[config.mk]
export PLATFORM = sky130hd
export DESIGN_NAME = dtsi_div
export DESIGN_NICKNAME = d
export VERILOG_FILES = /design/src/hdl/dtsi_div.sv
export SDC_FILE = /design/constraint.sdc
export NUM_CORES = 2
export LEC_CHECK = 0
export BUFFER_PORTS_ARGS = -buffer_cell sky130_fd_sc_hd__buf_2
export CAP_MARGIN = 30
export CORE_MARGIN = 2
export CORE_UTILIZATION = 50
export CTS_BUF_LIST = sky130_fd_sc_hd__clkbuf_8
export CTS_CLUSTER_SIZE = 25
export DETAILED_ROUTE_END_ITERATION = 12
export PLACE_DENSITY = 0.75
export SETUP_SLACK_MARGIN = 0.05
export SYNTH_ARGS = -nofsm -noshare
export SYNTH_HDL_FRONTEND = slang
export SYNTH_SLANG_ARGS = --single-unit
[constraint.sdc]
create_clock -name clk_i -period 10.3 [get_ports clk_i]
set_clock_uncertainty 0.2 [all_clocks]
set_input_delay 1.03 -clock clk_i [delete_from_list [all_inputs] [get_ports clk_i]]
set_output_delay 1.03 -clock clk_i [all_outputs]
set_load 0.05 [all_outputs]
[src/hdl/dtsi_div.sv]
// Pipelined restoring divider, one quotient bit per stage, with side payload.
module dtsi_div #(
  parameter int unsigned NW = 32,  // dividend / quotient width
  parameter int unsigned DW = 16,  // divisor / remainder width
  parameter int unsigned PW = 32   // payload width
) (
  input  logic          clk_i,
  input  logic          rst_ni,
  input  logic          en_i,
  input  logic          valid_i,
  input  logic [NW-1:0] dividend_i,
  input  logic [DW-1:0] divisor_i,   // nonzero, static while busy
  input  logic [PW-1:0] payload_i,
  output logic          valid_o,
  output logic [NW-1:0] quot_o,
  output logic [DW-1:0] rem_o,
  output logic [PW-1:0] payload_o
);

  logic          v_q   [NW];
  logic [DW-1:0] rem_q [NW];
  logic [NW-1:0] num_q [NW];  // dividend bits shift out, quotient bits shift in
  logic [PW-1:0] pl_q  [NW];

  for (genvar s = 0; s < NW; s++) begin : g_stage
    logic          v_in;
    logic [DW-1:0] r_in;
    logic [NW-1:0] n_in;
    logic [PW-1:0] p_in;
    logic [DW:0]   trial;
    logic          ge;
    logic [DW:0]   diff;

    if (s == 0) begin : g_first
      assign v_in = valid_i;
      assign r_in = '0;
      assign n_in = dividend_i;
      assign p_in = payload_i;
    end else begin : g_next
      assign v_in = v_q[s-1];
      assign r_in = rem_q[s-1];
      assign n_in = num_q[s-1];
      assign p_in = pl_q[s-1];
    end

    assign trial = {r_in, n_in[NW-1]};
    assign ge    = (trial >= {1'b0, divisor_i});
    assign diff  = trial - {1'b0, divisor_i};

    always_ff @(posedge clk_i or negedge rst_ni) begin
      if (!rst_ni) begin
        v_q[s] <= 1'b0;
      end else if (en_i) begin
        v_q[s] <= v_in;
      end
    end

    always_ff @(posedge clk_i) begin
      if (en_i) begin
        rem_q[s] <= ge ? diff[DW-1:0] : trial[DW-1:0];
        num_q[s] <= {n_in[NW-2:0], ge};
        pl_q[s]  <= p_in;
      end
    end
  end

  assign valid_o   = v_q[NW-1];
  assign quot_o    = num_q[NW-1];
  assign rem_o     = rem_q[NW-1];
  assign payload_o = pl_q[NW-1];

endmodule

# Yosys cells after proc, flatten, opt, wreduce, memory -nomap -nowiden
# Memory sizes are Yosys's and may differ from the RTL's.
# Index checks and enable logic that the tools add are counted.
[op_classes]
n_lt_le_gt_ge = 32
addsub = 32
mux = 34
[op_table]
columns = ["op", "count"]
rows = [
  ["$ge A17 B16 Y1", 31],
  ["$mux W16", 32],
  ["$sub A16 B16 Y16", 31],
  ["$ge A1 B16 Y1", 1],
  ["$sub A1 B16 Y16", 1],
  ["$mux W1", 2],
]
[totals]
wordCells = 133
input_bits = 84
ff_bits = 32
ram_bits = 2560
memories = 3
out_inout_bits = 81
[mem_list]
columns = ["memory", "depth", "width", "read_ports", "rd_clocked_by_memory_dff", "wr", "line", "text"]
rows = [
  ["num_q", 32, 32, 32, 0, 32, "22", "logic [NW-1:0] num_q [NW];"],
  ["pl_q", 32, 32, 32, 0, 32, "23", "logic [PW-1:0] pl_q [NW];"],
  ["rem_q", 32, 16, 32, 0, 32, "21", "logic [DW-1:0] rem_q [NW];"],
]

# Depth between registers and ports, before layout
# An unclocked memory read counts as a cell.
[depth]
depth_word = 3
depth_mapped = 14
mapped_depth_nobuf = 12

# Least setup slack after synthesis
# Ideal clock, no wire load.
[synth_path]
path_kind = "input to register"
from = "input port divisor_i[1]"
to = "memory rem_q[18][8], in the netlist rem_q[4][40], data pin"
t_required_ns = 9.838
arrival_time_ns = 4.454
setup_time_ns = 0.262
path_buffers = 2
setup_slack_ns = 5.384
cell_stages = 13
path_cell_list = "clkbuf_1 inv_1 ha_1 nor2b_1 o31a_1 o31a_1 o21ai_2 nor2b_1 o21a_1 o31a_1 nor4_4 buf_6 mux2_1"
[synth_rtl]
columns = ["item", "line", "text"]
rows = [
  ["start: declaration", "12", "input logic [DW-1:0] divisor_i,"],
  ["end: declaration", "21", ""],
]

==> impl_summary.log <==
INFO  metric outcome = complete, no violations
INFO  metric cts.path.max_buffers = 4
INFO  metric number_of_enable_flip_flop_cells_after_synthesis = 2560
INFO  metric drt-wirelength-per-cell = 17.5 um
INFO  metric final-seq-area = 77700 um2
INFO  metric grtUsageTotal = 0.164
INFO  metric n_fill_cell = 16.0k
INFO  metric path_class = input port to register
INFO  metric holdWs = 0.154 ns
INFO  metric totalNegativeSetupSlack = 0 ns
INFO  metric remaining_drc_errors = 0
INFO  metric arrival = 5.43 ns
INFO  metric die_area = 215000 um2
INFO  metric crit_slowest_cell = sky130_fd_sc_hd__a21oi_2
INFO  metric ios = 165
INFO  metric first_pass_grt_wire_length = 283000 um
INFO  metric synthMostInstantiatedCell = sky130_fd_sc_hd__edfxtp_1
INFO  metric synthToLayoutAreaGrowth = 12.2%
INFO  metric dr_vias = 53.8k
INFO  metric dp.cells = 9357
INFO  metric post-synth-top-area-fraction = 0.729
INFO  metric synth_seq_area_share = 0.737
INFO  metric slew_viol_final = 0
INFO  metric placement_rows = 168
INFO  metric hold-path-cell-count = 0
INFO  metric netlist_top_cells_area = sky130_fd_sc_hd__edfxtp_1 (73%), sky130_fd_sc_hd__ha_1 (5.9%), sky130_fd_sc_hd__mux2_2 (3.1%), sky130_fd_sc_hd__xnor2_1 (1.8%), sky130_fd_sc_hd__a21oi_1 (1.6%)
INFO  metric synth-seq-cells = 2592
INFO  metric setup.reg_to_reg.worst_slack = 6.32 ns
INFO  metric timing.slew.headroom = 0.230
INFO  metric crit_path_end_kind = register
INFO  metric hpwlAfterDp = 106000 um
INFO  metric worst_path_dominant_cell_family = compound AO/OA/AOI/OAI gates
INFO  metric netlist-cell-type-count = 85
INFO  metric crit_buf_inv = 3
INFO  metric synth_async_sr_flop_share = 0.0123
INFO  metric worst_skew_pair_later_pin_latency = 1.11 ns
INFO  metric cts.clk_slew.worst_paths = 0.06 ns
INFO  metric critical_path_rt = 10.85 ns
INFO  metric rsz0062_at_grt = no
INFO  metric setup_viol = 0
INFO  metric numClockSinks = 2592
INFO  metric synthCells = 6408
INFO  metric synth.largest_area_cell = sky130_fd_sc_hd__edfxtp_1
INFO  metric synth.cells.most_frequent = sky130_fd_sc_hd__edfxtp_1 (2560), sky130_fd_sc_hd__ha_1 (498), sky130_fd_sc_hd__nor2_1 (363), sky130_fd_sc_hd__a21oi_1 (331), sky130_fd_sc_hd__o21ai_0 (293)
INFO  metric layout-drive-gt1-share = 0.144
INFO  metric worst_path_largest_cell_delay = 0.75 ns
INFO  metric pin_count_of_the_biggest_net_entering_global_routing = 208
INFO  metric cts_htree_levels = 5
INFO  metric dieWidth = 463 um
INFO  metric r2r_start = rem_q[5][16]
INFO  metric gpl.final_weighted_congestion = 0.857
INFO  metric io_buffers = 164
INFO  metric cts-root-buf = sky130_fd_sc_hd__clkbuf_8
INFO  metric dieHeight = 463 um
INFO  metric firstDrtPassIters = 5
INFO  metric max_slew.worst_pin.slew = 1.16 ns
INFO  metric cts_resized = 0
INFO  metric cts_tree = built
INFO  metric met2_length = 80600 um
INFO  metric post_synth_instance_area = 105000 um2
INFO  metric power.ir.vdd_worst = 182 uV
INFO  metric worstPathMaxFanout = 33
INFO  metric number_of_antenna_violations_at_the_first_check_in_global_routing = 6
INFO  metric crit_path_cell_trace = buf_2, inv_1, buf_4, ha_1, nor2b_1, o21ai_0, a21boi_0, nor3_1, o31ai_1, a311o_1, o211ai_1, a21oi_2, mux2_2
INFO  metric hold_violations = 0
INFO  metric total_leakage_power = 43.6 nW
INFO  metric routedLengthMet1 = 80300 um
INFO  metric power.density = 278 nW/um2
INFO  metric yosysWarnings = 0
INFO  metric drt-vias-per-instance = 5.29
INFO  metric fin_cells = 10.2k
INFO  metric wl = 178000 um
INFO  metric design.core.area = 210000 um2
INFO  metric worst_r2r_endpoint = rem_q[5][47]
INFO  metric met3_length = 10200 um
INFO  metric cts_inserted_buffers = 421
INFO  metric predominant_post_synthesis_flop_cell = sky130_fd_sc_hd__edfxtp_1
INFO  metric highest-signal-layer = met5
INFO  metric start_util = 0.503
INFO  metric path_depth_of_the_worst_reg2reg_path = 10
INFO  metric hold_class = register to register
INFO  metric min-delay-start = pl_q[7][63]
INFO  metric multi_input_comb_area = 26700 um2
INFO  metric placed_area = 110000 um2
INFO  metric first_iter_violations = 3904
INFO  metric grt_pass1_vias = 54.2k
INFO  metric timing.final.crit_period = 4.88 ns
INFO  metric finalCritPeriodShare = 0.474
INFO  metric gr-total-overflow = 0
INFO  metric maxCapViolations = 0
INFO  metric per_instance_average_area_after_synthesis = 16.5 um2
INFO  metric worstSetupStartpointType = input port
INFO  metric ant_nets = 0
INFO  metric synth.net_count = 7021
INFO  metric worstHoldEndpoint = pl_q[7][95]
INFO  metric finished_cell_area = 118000 um2
INFO  metric clock.fmax = 0.205 GHz
INFO  metric num-nets-final = 7658
[cells by family (layout without fill, tap and decap cells)]
kind of cell,Yosys count,count (layout),synth area share
XOR/XNOR,353,353,0.0293
AND/OR/NAND/NOR,1143,1143,0.0518
buffers and inverters,270,1217,0.0101
flip-flops,2592,2592,0.737
multiplexers,355,355,0.0373
AO/OA/AOI/OAI,1166,1166,0.0700
adder cells (fa/ha/maj),529,529,0.0650
other,0,2,0
[through the flow]
stage               total power (W)   util  setup WS (ns)
floorplan                    0.0226      -           5.38
global placement             0.0246  0.525           4.31
detailed placement           0.0250  0.525           4.39
CTS                          0.0331  0.564           5.50
global route                 0.0350  0.565           5.17
finish                       0.0328  0.565           5.42
[cell usage in the layout (no fill, tap or decap), drive strengths merged, types with 42 or more instances in the layout]
master,instances
mux2i,51
nand2,285
mux2,304
xnor2,221
nor2,363
a21oi,332
nand2b,62
buf,227
nand3,60
nor3,81
xor2,132
o21ai,303
nor2b,87
ha,498
clkinv,156
o21a,76
a21o,118
clkbuf,427
edfxtp,2560
dlygate4sd3,66
inv,319
nand4,69
a31oi,42
[worst max path at each step]
stage | startpoint | to | cells past startpoint
after CTS | divisor_i[1] | rem_q[5][14] | 13
after global placement | divisor_i[1] | rem_q[4][34] | 13
after detailed placement | divisor_i[1] | rem_q[5][15] | 13
after global routing | divisor_i[1] | rem_q[5][47] | 13
final | divisor_i[1] | rem_q[5][47] | 13
after floorplan | divisor_i[1] | rem_q[4][40] | 13
[power breakdown]
group	switching [W]	internal, W	total [W]	leakage (nW)
clock	0.00375	0.00415	0.00790	4.30
sequential	0.000898	0.0140	0.0149	25.4
combinational	0.00544	0.00459	0.0100	13.9
[repair_timing]
item,in CTS,in global routing
hold buffers,66,0
buffers inserted,0,0
hold endpoints to repair,97,0
[worst reg2reg max path: stages, from the launching register on]
cell	delay, ns
sky130_fd_sc_hd__edfxtp_1	0.39
sky130_fd_sc_hd__ha_1	0.31
sky130_fd_sc_hd__nor2b_1	0.14
sky130_fd_sc_hd__o21ai_0	0.12
sky130_fd_sc_hd__a21boi_0	0.31
sky130_fd_sc_hd__nor3_1	0.08
sky130_fd_sc_hd__o31ai_1	0.46
sky130_fd_sc_hd__a311o_1	0.34
sky130_fd_sc_hd__o211ai_1	0.14
sky130_fd_sc_hd__a21oi_2	0.75
sky130_fd_sc_hd__mux2_2	0.43
[flip-flops by register name (all words and copies together), names as in the netlist]
name,count
pl_q,1024
valid_o,1
g_stage.v_in,31
num_q,1024
rem_q,512
[per-layer routing]
layer / up-vias / global-route usage
met5: - / 0
met4: 2 / 0.0712
met3: 434 / 0.0350
met2: 1385 / 0.253
met1: 25793 / 0.227
li1: 26180 / -
[layout make-up]
cell class / count / share of cell area
Clock buffer: 427 / 0.0497
Inverter: 191 / 0.00606
Multi-Input combinational cell: 3546 / 0.226
Antenna cell: 2 / 0.0000423
Sequential cell: 2592 / 0.657
Tap cell: 2805 / 0.0297
Clock inverter: 306 / 0.0134
Timing Repair Buffer: 293 / 0.0186
(Power assumes the default switching activity.)
